<file path="src/sv/rsm_pkg.sv">
package rsm_pkg;

  localparam int TRIG_STEPS = 24;
  localparam int DIV_BITS   = 33;

  localparam logic REQ_ROT  = 1'b0;
  localparam logic REQ_SKEW = 1'b1;

  localparam logic [16:0] DEG_90  = 17'd23040;
  localparam logic [16:0] DEG_180 = 17'd46080;
  localparam logic [16:0] DEG_270 = 17'd69120;

  localparam logic signed [31:0] SCL_HALF    = 32'sd754974720;
  localparam logic signed [31:0] SCL_QUARTER = 32'sd377487360;
  localparam logic signed [31:0] SCL_FULL    = 32'sd1509949440;
  localparam logic signed [33:0] GAIN_Q30    = 34'sd652032874;
  localparam logic [26:0]        RECIP45     = 27'd95443718;
  localparam logic signed [31:0] ONE_Q16     = 32'sd65536;

  typedef enum logic [1:0] {
    TAN_DIV,
    TAN_ZERO,
    TAN_POS,
    TAN_NEG
  } tan_kind_t;

  typedef struct packed {
    logic               req_type;
    logic signed [31:0] cx;
    logic signed [31:0] cy;
  } side_t;

  typedef struct packed {
    logic signed [33:0] x;
    logic signed [33:0] y;
    logic signed [31:0] t;
    logic               neg;
    logic [16:0]        r;
  } cl_t;

  typedef struct packed {
    side_t              side;
    logic signed [17:0] c16;
    logic signed [17:0] s16;
  } dside_t;

  typedef struct packed {
    logic [47:0] n;
    logic [31:0] d;
    logic        neg;
    tan_kind_t   kind;
  } dl_t;

  typedef struct packed {
    logic [32:0] rem;
    logic [32:0] q;
    logic        ovf;
    logic [47:0] n;
    logic [31:0] d;
    logic        neg;
    tan_kind_t   kind;
  } dw_t;

  function automatic logic signed [31:0] atan_deg22(input logic [4:0] i);
    logic signed [31:0] v;
    case (i)
      5'd0:    v = 32'sd188743680;
      5'd1:    v = 32'sd111421900;
      5'd2:    v = 32'sd58872272;
      5'd3:    v = 32'sd29884485;
      5'd4:    v = 32'sd15000234;
      5'd5:    v = 32'sd7507429;
      5'd6:    v = 32'sd3754631;
      5'd7:    v = 32'sd1877430;
      5'd8:    v = 32'sd938729;
      5'd9:    v = 32'sd469366;
      5'd10:   v = 32'sd234683;
      5'd11:   v = 32'sd117342;
      5'd12:   v = 32'sd58671;
      5'd13:   v = 32'sd29335;
      5'd14:   v = 32'sd14668;
      5'd15:   v = 32'sd7334;
      5'd16:   v = 32'sd3667;
      5'd17:   v = 32'sd1833;
      5'd18:   v = 32'sd917;
      5'd19:   v = 32'sd458;
      5'd20:   v = 32'sd229;
      5'd21:   v = 32'sd115;
      5'd22:   v = 32'sd57;
      5'd23:   v = 32'sd29;
      5'd24:   v = 32'sd14;
      5'd25:   v = 32'sd7;
      5'd26:   v = 32'sd4;
      5'd27:   v = 32'sd2;
      5'd28:   v = 32'sd1;
      default: v = 32'sd0;
    endcase
    return v;
  endfunction

endpackage

</file>
<file path="src/sv/rsm_reduce.sv">
module rsm_reduce (
  input  logic                 clk,
  input  logic                 rst_n,
  input  logic                 en,
  input  logic                 vld_i,
  input  rsm_pkg::side_t       side_i,
  input  logic signed [31:0]   ax_i,
  input  logic signed [31:0]   ay_i,
  output logic                 vld_o,
  output rsm_pkg::side_t       side_o,
  output logic [16:0]          rx_o,
  output logic [16:0]          ry_o
);

  logic [1:0][31:0] a;
  logic [1:0][20:0] u_nxt;
  logic [1:0][15:0] q_nxt;
  logic [1:0][5:0]  h_nxt;

  logic             v1_r;
  rsm_pkg::side_t   side1_r;
  logic [1:0][20:0] u1_r;
  logic [1:0][15:0] q1_r;
  logic [1:0][10:0] lo1_r;

  logic             v2_r;
  rsm_pkg::side_t   side2_r;
  logic [1:0][5:0]  h2_r;
  logic [1:0][10:0] lo2_r;

  assign a[0] = ax_i;
  assign a[1] = ay_i;

  always_comb begin
    for (int l = 0; l < 2; l++) begin
      logic [47:0] prod;
      u_nxt[l] = {~a[l][31], a[l][30:11]};
      prod     = 48'(u_nxt[l]) * 48'(rsm_pkg::RECIP45);
      q_nxt[l] = prod[47:32];
    end
  end

  always_comb begin
    for (int l = 0; l < 2; l++) begin
      logic [5:0] r0;
      r0 = 6'(u1_r[l] - 21'(21'(q1_r[l]) * 21'd45));
      if (r0 >= 6'd31) begin
        h_nxt[l] = r0 - 6'd31;
      end else begin
        h_nxt[l] = r0 + 6'd14;
      end
    end
  end

  always_ff @(posedge clk) begin
    if (!rst_n) begin
      v1_r <= 1'b0;
      v2_r <= 1'b0;
    end else if (en) begin
      v1_r <= vld_i;
      v2_r <= v1_r;
    end
  end

  always_ff @(posedge clk) begin
    if (en) begin
      side1_r  <= side_i;
      u1_r     <= u_nxt;
      q1_r     <= q_nxt;
      lo1_r[0] <= a[0][10:0];
      lo1_r[1] <= a[1][10:0];
      side2_r  <= side1_r;
      h2_r     <= h_nxt;
      lo2_r    <= lo1_r;
    end
  end

  assign vld_o  = v2_r;
  assign side_o = side2_r;
  assign rx_o   = {h2_r[0], lo2_r[0]};
  assign ry_o   = {h2_r[1], lo2_r[1]};

endmodule

</file>
<file path="config.mk">
export PLATFORM = sky130hd
export DESIGN_NAME = rsm_reduce
export DESIGN_NICKNAME = d
export VERILOG_FILES = /design/src/sv/rsm_pkg.sv /design/src/sv/rsm_reduce.sv
export SDC_FILE = /design/constraint.sdc
export NUM_CORES = 1
export LEC_CHECK = 0
export BUFFER_PORTS_ARGS = -buffer_cell sky130_fd_sc_hd__buf_2
export CORE_UTILIZATION = 55
export CTS_CLUSTER_SIZE = 20
export DETAILED_ROUTE_END_ITERATION = 10
export HOLD_SLACK_MARGIN = 0.15
export PLACE_DENSITY = 0.76
export SLEW_MARGIN = 15
export SYNTH_ARGS = -nofsm -noshare
export SYNTH_HDL_FRONTEND = slang
export SYNTH_SLANG_ARGS = --single-unit
</file>
<file path="constraint.sdc">
create_clock -name clk -period 6.67 [get_ports clk]
set_clock_uncertainty 0.1 [all_clocks]
set_input_delay 0.3335 -clock clk [delete_from_list [all_inputs] [get_ports clk]]
set_output_delay 0.3335 -clock clk [all_outputs]
set_load 0.005 [all_outputs]
</file>
# Word level (Yosys, flattened, before mapping)
# Index checks and enable logic that the tools add are counted.
# classes
n_div,0
n_shift,0
n_reduce_logical,0
mux,2
eq_ne,0
n_mul,4
n_addsub,6
n_bitwise,2
order_cmp,2
# op_table
op,n
multiplier 21 x 26 -> 47 bit (second input constant),2
multiplier 16 x 6 -> 6 bit (second input constant),2
adder 6 x 4 -> 6 bit (second input constant),2
greater-or-equal comparator 6 x 5 -> 1 bit (second input constant),2
2-to-1 mux 6 bit,2
subtractor 6 x 5 -> 6 bit (second input constant),2
subtractor 6 bit,2
inverter 1 bit,2
# totals
ff_bits,232
ramBits,0
in_bits,133
romBits,0
word_cells,34
memories,0
latch_bits,0

# Logic depth before layout (Yosys ltp)
# Gate-level depths: netlist (run 1).
# depth
ltp_word,4
depth_mapped,22

# Worst setup path before layout (run 1)
# Ideal clock, no wire load.
# synth_path
path_kind,input to register
start,input port ay_i[23]
end,register q1_r[20] (netlist bit) (data pin)
arrival_time_ns,5.221
stages,18
t_required_ns,6.310
setup_slack_ns,1.089
path_buffers,0
cell_sequence,ha_1 > inv_1 > fa_1 > fa_1 > inv_1 > fa_1 > fa_1 > inv_1 > fa_1 > fa_1 > inv_1 > ha_1 > nand3_2 > nor4_1 > and4_1 > o2111ai_1 > nor3b_1 > xnor2_1
# synth_rtl
element,line,text
from (decl),rsm_reduce.sv:8,"input logic signed [31:0] ay_i,"
to (signal assigned),rsm_reduce.sv:69,q1_r <= q_nxt;
to (decl),rsm_reduce.sv:23,logic [1:0][15:0] q1_r;

==> results.txt, run 1 <==
Tot GR Track Use - 25.1%
Via-to-Cell Ratio - 5.17
Via count - 12,500
Syn avg cell area - 12.4 µm²
EDFF count, synth - 210
Die width - 192 µm
CTS H-tree lvls - 1
CTS root buffer - clkbuf_16
Initial DRC count - 612
Max stage delay cell, worst path - fa_1
Resize count post-CTS - 0
Vias in the first global route - 13,300
Core box area - 35,500 µm²
Ys flop type - edfxtp_1
Clock latency on the worst-skew pair - 0.48 ns
Post-Syn Area - 19,800 µm²
Levels on crit path - 20
Max cap viols - 0
Yosys warning count - 0
WP buf/inv - 6
Filler instances - 2,618
Outcome - finished clean
Layout cells sized above 1 - 14.0%
# setup viols final - 0
Slew @ Worst Pin - 1.06 ns
Max FO, Critical Path - 5
Initial antenna violation count - 1
CP Launch Type - input pin
CP dominant cell by count - fa_1
Unrepaired setup endpoints after global routing - no
Worst-path clk slew - 0.07 ns
Post-route ant nets - 0
Post-CTS Setup Bufs - 0
Routability cong. - 0.934
Critical path class - input pin to flop
Worst stage delay on the critical path - 0.61 ns
CP cell instances - dlygate4sd3_1, buf_2, ha_1, ha_1, inv_1, fa_1, inv_1, fa_1, fa_1, inv_1, fa_1, fa_1, inv_1, ha_1, and3_1, o211ai_1, a2bb2oi_1, a311o_1, a2111oi_0, a311oi_1
Met3 usage - 3.53%
Post-synthesis register bit count - 212
Hold Path Cell Cnt - 0
Max Slew Vio Count - 0
Fmax - 0.159 GHz
Drt pass-1 iters - 5
Final nets - 2,692
Largest net degree at the start of global routing - 128
Worst Hold Class - flop to flop
Die area - 36,700 µm²
Ports - 233
WL/cell - 18.6 µm
Worst Reg-to-Reg Cells - 11
Port Buffers - 232
First-pass GRT wire length - 70,000 µm
GRT met1 Usage - 33.5%
Most frequent cells in the layout - 435 x inv_1, 362 x ha_1, 246 x fa_1
Period utilization - 94.0%
Unique cell type count in the Yosys netlist - 53
Setup TNS Final - 0 ns
Initial Util - 55.7%
Crit. End Element - flop
Layout area overhead - 17.2%
GR Overflow Total - 0
CP required - 6.78 ns
Sequential fraction of the synthesis area - 32.1%
Net Count, Synth - 2,338
Core Rows - 69
Clock Sinks - 212
Final Hold Fails - 0
DR DRC count - 0
Relative slew slack - 29.3%
Synthesized instance count - 1,597
Die Span Y - 192 µm
Routed WL - 45,200 µm
CTS Buf Count - 19
Hpwl dp - 37,500 µm
CTS tree - done
Grt peak-use layer - met2
Crit path arrival time - 6.38 ns
GR Layer Usage met2 - 43.3%
Most common cell after layout, fill and taps aside - inv_1
FFs w/ async S/R, synth - 0%
CTS Buffer Depth - 3
CTS hold repair buffers - 102
Worst path top cell family by delay - adder cells
Tmin final - 6.27 ns
==> cell type report <==
| cell class | instances | area, µm² | area share [%] |
|---|---|---|---|
| well taps | 461 | 577 | 2.49 |
| multi-input cells | 948 | 11800 | 50.9 |
| flip-flops and latches | 212 | 6350 | 27.4 |
| diodes | 2 | 5.00 | 0.0216 |
| clock buffers | 19 | 475 | 2.05 |
| inverters | 435 | 1630 | 7.04 |
| repair buffers | 335 | 2200 | 9.48 |
| clock inverters | 14 | 153 | 0.658 |
==> flip-flops by register name, indices dropped and copies added (netlist names) <==
register	count
side1_r	65
side_o	65
lo1_r	22
rx_o	17
ry_o	17
q1_r	12
u1_r	12
v1_r	1
vld_o	1
==> synthesized netlist by cell type (3+ instances only) <==
| cell type | n | share of area, % |
|---|---|---|
| xor2_1 | 24 | 1.1 |
| edfxtp_1 | 210 | 32 |
| ha_1 | 362 | 23 |
| o31ai_1 | 3 | 0.11 |
| fa_1 | 246 | 25 |
| o21ai_0 | 14 | 0.35 |
| and4_1 | 3 | 0.13 |
| nor3b_1 | 3 | 0.11 |
| a221oi_1 | 3 | 0.13 |
| a2bb2oi_1 | 3 | 0.13 |
| and3_1 | 6 | 0.19 |
| a211o_1 | 6 | 0.27 |
| xnor2_1 | 43 | 1.9 |
| nor2_1 | 17 | 0.32 |
| and2_1 | 5 | 0.16 |
| nand3_1 | 17 | 0.43 |
| nor3_1 | 5 | 0.13 |
| inv_1 | 435 | 8.3 |
| nand2b_1 | 4 | 0.13 |
| nor2b_1 | 8 | 0.25 |
| o21a_1 | 6 | 0.23 |
| a221o_1 | 3 | 0.15 |
| a21o_1 | 33 | 1.3 |
| mux2i_1 | 4 | 0.20 |
| o211ai_1 | 6 | 0.23 |
| o211a_1 | 3 | 0.15 |
| a21oi_1 | 30 | 0.76 |
| o21bai_1 | 4 | 0.15 |
| o2111ai_1 | 3 | 0.13 |
| a211oi_1 | 9 | 0.34 |
| mux2_2 | 3 | 0.17 |
| nor4_1 | 3 | 0.095 |
| a31oi_1 | 5 | 0.16 |
| nand2_1 | 36 | 0.68 |
==> final timing paths <==
path / from / to / slack (ns)
worst min register to register: lo1_r[15] / ry_o[4] / 0.31
worst min-delay path: lo1_r[15] / ry_o[4] / 0.31
worst max register to register: q1_r[18] / ry_o[12] / 2.96
worst max-delay path: ax_i[14] / q1_r[5] / 0.40
==> kinds of logic (layout without fill, tap and decap cells) <==
| logic type | Yosys count | after routing | share of synthesized area (%) |
|---|---|---|---|
| buf+inv | 437 | 803 | 8.29 |
| flops | 212 | 212 | 32.1 |
| simple gates | 120 | 120 | 3.19 |
| other cells | 0 | 2 | 0 |
| mux | 7 | 7 | 0.373 |
| fa+ha+maj | 608 | 608 | 47.8 |
| compound gates | 144 | 144 | 5.14 |
| xor+xnor | 69 | 69 | 3.13 |
==> worst register-to-register path: cells and delay by family, from the launching register on <==
family                     cells  cell delay [ns]
adders and majority gates      5             1.74
AOI/OAI and AO/OA              2             0.42
DFF                            1             0.41
muxes                          1             0.35
xor gates and xnor gates       1             0.21
and+or+nand+nor                1             0.20
buffers and inverters          1             0.04
==> metal layers <==
| layer | up-vias | wire length (µm) | part of all wire, % |
|---|---|---|---|
| li1 | 5939 | - | - |
| met1 | 6154 | 19700 | 44 |
| met2 | 379 | 21900 | 48 |
| met3 | 60 | 2680 | 5.9 |
| met4 | 0 | 947 | 2.1 |
| met5 | - | 0 | 0 |
==> stage by stage <==
step / hold slack [ns] / cells / utilization [%] / setup slack, ns / area (µm²)
2_1_floorplan: 0.300 / 1597 / - / 1.09 / 19800
3_5_place_dp: 0.305 / 2289 / 60.7 / 0.504 / 21500
3_3_place_gp: 0.300 / 2289 / 60.7 / 0.657 / 21500
5_1_grt: 0.317 / 2425 / 65.3 / 0.125 / 23200
4_1_cts: 0.317 / 2424 / 65.3 / 0.492 / 23200
6_report: 0.314 / 2426 / 65.3 / 0.400 / 23200
Power of run 1 is left out: the tool's default activity adds up to more than one toggle a clock period on the data nets, which glitch-free logic cannot reach.
==> run 2, diff against run 1 <==
Settings changed: CORE_UTILIZATION 55 to 57, CTS_CLUSTER_DIAMETER set to 40, PLACE_DENSITY 0.76 to 0.78, SKIP_LAST_GASP set to 1.
==> results.txt, run 2 (synthesis gave the netlist of run 1 again) <==
CTS tree - done (unchanged)
Critical path class - input pin to flop (unchanged)
Diode count - 0 (was 2)
WL/cell - 19.2 µm (was 18.6 µm)
Routed WL - 46,200 µm (was 45,200 µm)
Period utilization - 92.4% (was 94.0%)
CTS root buffer - clkbuf_16 (unchanged)
Post-Layout Cell Count - 2,409 (was 2,426)
First-pass GRT wire length - 72,300 µm (was 70,000 µm)
Clock Sinks - 212 (unchanged)
Port Buffers - 232 (unchanged)
WP buf/inv - 6 (unchanged)
CP required - 6.78 ns (about the same)
Die Span Y - 188 µm (was 192 µm)
Core Rows - 67 (was 69)
Max Slew Vio Count - 0 (unchanged)
Most frequent cells in the layout - 435 x inv_1, 362 x ha_1, 246 x fa_1 (unchanged)
CP Launch Type - input pin (unchanged)
Worst Hold Class - flop to flop (unchanged)
Worst stage delay on the critical path - 0.54 ns (was 0.61 ns)
Crit. End Element - flop (unchanged)
Worst path top cell family by delay - adder cells (unchanged)
Cell count after placement - 2,276 (was 2,289)
Largest net degree at the start of global routing - 134 (was 128)
Layout area overhead - 17.1% (was 17.2%)
Max stage delay cell, worst path - dlygate4sd3_1 (was fa_1)
CTS Buffer Depth - 3 (unchanged)
CP cell instances - dlygate4sd3_1, buf_2, ha_1, ha_1, inv_1, fa_1, inv_1, fa_1, fa_1, inv_1, fa_1, fa_1, inv_1, ha_1, nand3_2, nor4_1, and4_1, o2111ai_1, nor3b_1, xnor2_1 (was dlygate4sd3_1, buf_2, ha_1, ha_1, inv_1, fa_1, inv_1, fa_1, fa_1, inv_1, fa_1, fa_1, inv_1, ha_1, and3_1, o211ai_1, a2bb2oi_1, a311o_1, a2111oi_0, a311oi_1)
Slew @ Worst Pin - 1.01 ns (was 1.06 ns)
Crit path arrival time - 6.27 ns (was 6.38 ns)
Routability cong. - 0.957 (was 0.934)
Ports - 233 (unchanged)
Relative slew slack - 32.7% (was 29.3%)
Initial DRC count - 694 (was 612)
Finished Core Util - 68.4% (was 65.3%)
Via-to-Cell Ratio - 5.25 (was 5.17)
Max FO, Critical Path - 5 (unchanged)
R2R Setup Slk - 2.94 ns (was 2.96 ns)
Outcome - finished clean (unchanged)
Tot GR Track Use - 26.4% (was 25.1%)
Max cap viols - 0 (unchanged)
Post-CTS Setup Bufs - 0 (unchanged)
DP Area - 21,500 µm² (about the same)
Core box area - 33,900 µm² (was 35,500 µm²)
Filler instances - 2,479 (was 2,618)
CTS H-tree lvls - 1 (unchanged)
# setup viols final - 0 (unchanged)
Vias in the first global route - 13,500 (was 13,300)
Die area - 35,500 µm² (was 36,700 µm²)
Fmax - 0.162 GHz (was 0.159 GHz)
Die width - 188 µm (was 192 µm)
Initial antenna violation count - 1 (unchanged)
Drt pass-1 iters - 5 (unchanged)
Clock latency on the worst-skew pair - 0.48 ns (about the same)
CP dominant cell by count - fa_1 (unchanged)
GR Overflow Total - 0 (unchanged)
Initial Util - 58.4% (was 55.7%)
Via count - 12,700 (was 12,500)
Final Hold Fails - 0 (unchanged)
Post-route ant nets - 0 (unchanged)
Worst-path clk slew - 0.08 ns (was 0.07 ns)
Layout cells sized above 1 - 14.0% (about the same)
Most common cell after layout, fill and taps aside - inv_1 (unchanged)
Multi-input gate area - 11,800 µm² (unchanged)
Setup TNS Final - 0 ns (unchanged)
Design Area, Final - 23,200 µm² (about the same)
Unrepaired setup endpoints after global routing - no (unchanged)
Final nets - 2,691 (was 2,692)
Hpwl dp - 37,800 µm (was 37,500 µm)
CTS Buf Count - 19 (unchanged)
Tmin final - 6.16 ns (was 6.27 ns)
DR DRC count - 0 (unchanged)
Reg area - 6350 µm² (unchanged)
-- run 2: changes by cell type in the layout (fill, tap and decap cells not counted), sizes merged --
| cell | change |
|---|---|
| clkinv | -5 |
| inv | +5 |
| bufinv | -2 |
| diode | -2 |
| clkbuf | +1 |
| dlygate4sd3 | -1 |
-- run 2: final timing paths --
path,startpoint,endpoint,depth (start not counted)
setup reg to reg,q1_r[2],rx_o[12],11
hold / removal,lo1_r[13],ry_o[2],0
setup / recovery,ay_i[14],q1_r[20],20
hold reg to reg,lo1_r[13],ry_o[2],0
-- run 2: metal layers --
layer	global-route usage, %	up-vias	wire, µm
li1	-	5948	-
met1	35.4	6199	20000
met2	45.2	434	22000
met3	3.87	74	3040
met4	6.75	2	1110
met5	0	-	7
-- run 2: metrics by stage --
step	hold WS, ns	setup slack, ns
3_3_place_gp	0.300	0.662
5_1_grt	0.315	0.270
2_1_floorplan	0.300	1.09
6_report	0.311	0.506
3_5_place_dp	0.305	0.526
4_1_cts	0.310	0.527
-- run 2: worst register-to-register path, delay by kind of cell, from the launching register on --
family | cells | cell delay, ns
fa+ha+maj | 5 | 1.71
buf+inv | 1 | 0.04
mux | 1 | 0.35
compound gates | 2 | 0.41
xor+xnor | 1 | 0.23
flops | 1 | 0.42
simple gates | 1 | 0.22
-- run 2: repair_timing --
action | in CTS | in global routing
hold endpoints to repair | 101 | 0
gates resized for setup | 0 | 0
hold buffers | 101 | 0
-- run 2: final cells by class --
class | count | share of cell area [%]
flip-flops and latches | 212 | 27.4
well taps | 448 | 2.42
clock buffers | 20 | 2.07
multi-input cells | 948 | 50.9
repair buffers | 334 | 9.45
clock inverters | 12 | 0.686
inverters | 435 | 7.05
Power of run 2 is left out for the same reason.
==> run 3, diff against run 2 <==
Settings changed: REMOVE_ABC_BUFFERS set to 1.
==> results.txt, run 3 (synthesis gave the netlist of run 1 again) <==
Largest net degree at the start of global routing - 126 (was 134)
CTS Buf Count - 17 (was 19)
Layout area overhead - 16.6% (was 17.1%)
Setup TNS Final - 0 ns (unchanged)
Most common cell after layout, fill and taps aside - inv_1 (unchanged)
WL/cell - 19.0 µm (was 19.2 µm)
GR Overflow Total - 0 (unchanged)
Die Span Y - 188 µm (unchanged)
Worst path top cell family by delay - adder cells (unchanged)
Most frequent cells in the layout - 435 x inv_1, 362 x ha_1, 246 x fa_1 (unchanged)
Max stage delay cell, worst path - fa_1 (was dlygate4sd3_1)
Via count - 12,600 (was 12,700)
Max Slew Vio Count - 0 (unchanged)
Worst Hold Class - flop to flop (unchanged)
Critical path class - input pin to flop (unchanged)
WP buf/inv - 6 (unchanged)
CP cell instances - dlygate4sd3_1, buf_2, ha_1, ha_1, inv_1, fa_1, inv_1, fa_1, fa_1, inv_1, fa_1, fa_1, inv_1, ha_1, nand3_2, nor4_1, and4_1, o2111ai_1, nor3b_1, xnor2_1 (unchanged)
Final nets - 2,689 (was 2,691)
Drt pass-1 iters - 5 (unchanged)
Max FO, Critical Path - 5 (unchanged)
Vias in the first global route - 13,600 (was 13,500)
Clock latency on the worst-skew pair - 0.47 ns (was 0.48 ns)
First-pass GRT wire length - 72,400 µm (was 72,300 µm)
Ports - 233 (unchanged)
Core Rows - 67 (unchanged)
CP dominant cell by count - fa_1 (unchanged)
Initial Util - 58.4% (unchanged)
Max cap viols - 0 (unchanged)
Tot GR Track Use - 26.4% (about the same)
Period utilization - 93.8% (was 92.4%)
Worst hold slack - 0.305 ns (was 0.311 ns)
Via-to-Cell Ratio - 5.25 (about the same)
Routed WL - 45,800 µm (was 46,200 µm)
Worst stage delay on the critical path - 0.54 ns (about the same)
Core box area - 33,900 µm² (unchanged)
Layout cells sized above 1 - 13.7% (was 14.0%)
Worst-path clk slew - 0.09 ns (was 0.08 ns)
Initial antenna violation count - 0 (was 1)
Slew @ Worst Pin - 1.05 ns (was 1.01 ns)
Clock Sinks - 212 (unchanged)
Die area - 35,500 µm² (unchanged)
Port Buffers - 232 (unchanged)
CP required - 6.78 ns (about the same)
CTS H-tree lvls - 1 (unchanged)
Tmin final - 6.25 ns (was 6.16 ns)
Post-CTS Setup Bufs - 0 (unchanged)
Hpwl dp - 37,800 µm (about the same)
Final Hold Fails - 0 (unchanged)
CP Launch Type - input pin (unchanged)
Initial DRC count - 803 (was 694)
# setup viols final - 0 (unchanged)
CTS Buffer Depth - 3 (unchanged)
CTS tree - done (unchanged)
Die width - 188 µm (unchanged)
Crit path arrival time - 6.37 ns (was 6.27 ns)
Crit. End Element - flop (unchanged)
Outcome - finished clean (unchanged)
DR DRC count - 0 (unchanged)
Relative slew slack - 30.0% (was 32.7%)
Routability cong. - 0.917 (was 0.957)
Unrepaired setup endpoints after global routing - no (unchanged)
R2R Setup Slk - 2.94 ns (about the same)
Post-route ant nets - 0 (unchanged)
CTS root buffer - clkbuf_16 (unchanged)
Fmax - 0.160 GHz (was 0.162 GHz)
run 3: cell types whose count changed in the layout (fill, tap and decap cells not counted):
cell        before  now
clkbuf_16       19   17
diode_2          0    1
clkinvlp_4       1    2
inv_8            3    0
clkinv_8         3    1
inv_16           0    1
inv_6            2    1
clkbuf_1         1    3
run 3: worst reg2reg max path: stages (launching register included):
cell	delay [ns]
edfxtp_1	0.41
ha_1	0.31
ha_1	0.30
fa_1	0.49
ha_1	0.30
inv_1	0.04
ha_1	0.33
a21o_1	0.20
a31oi_1	0.24
xnor2_2	0.21
nor2_4	0.21
mux2_2	0.35
run 3: final cells by class:
class | count | area (µm²)
clock buffers | 20 | 437
diodes | 1 | 2.50
well taps | 448 | 561
clock inverters | 8 | 111
inverters | 435 | 1630
repair buffers | 334 | 2190
multi-input cells | 948 | 11800
flip-flops and latches | 212 | 6350
fillers | 2479 | 10800
run 3: path summary, 6_finish.rpt:
path                                 start        end  cells past startpoint
worst max-delay path              ay_i[14]   q1_r[20]                     20
worst min-delay path            side1_r[2]  side_o[2]                      0
worst max register to register    q1_r[18]   ry_o[12]                     11
worst min register to register  side1_r[2]  side_o[2]                      0
run 3: stage by stage:
stage               instances  setup WS (ns)  area, µm²  utilization, %
finish                   2406          0.415      23100            68.1
global route             2405         0.0849      23100            68.1
CTS                      2405          0.484      23100            68.1
detailed placement       2276          0.466      21500            63.5
global placement         2276          0.685      21500            63.5
floorplan                1595           1.09      19800               -
run 3: layer usage:
metal	track usage (%)	up-vias	share of wire, %
li1	-	5943	-
met1	36.1	6231	44
met2	45.7	413	48
met3	3.20	56	6.1
met4	5.16	0	1.8
met5	0	-	0
run 3: repair_timing:
action,CTS,global route
endpoints found under the hold margin,101,0
resized for setup,0,0
hold buffers,101,0
Power of run 3 is left out for the same reason.
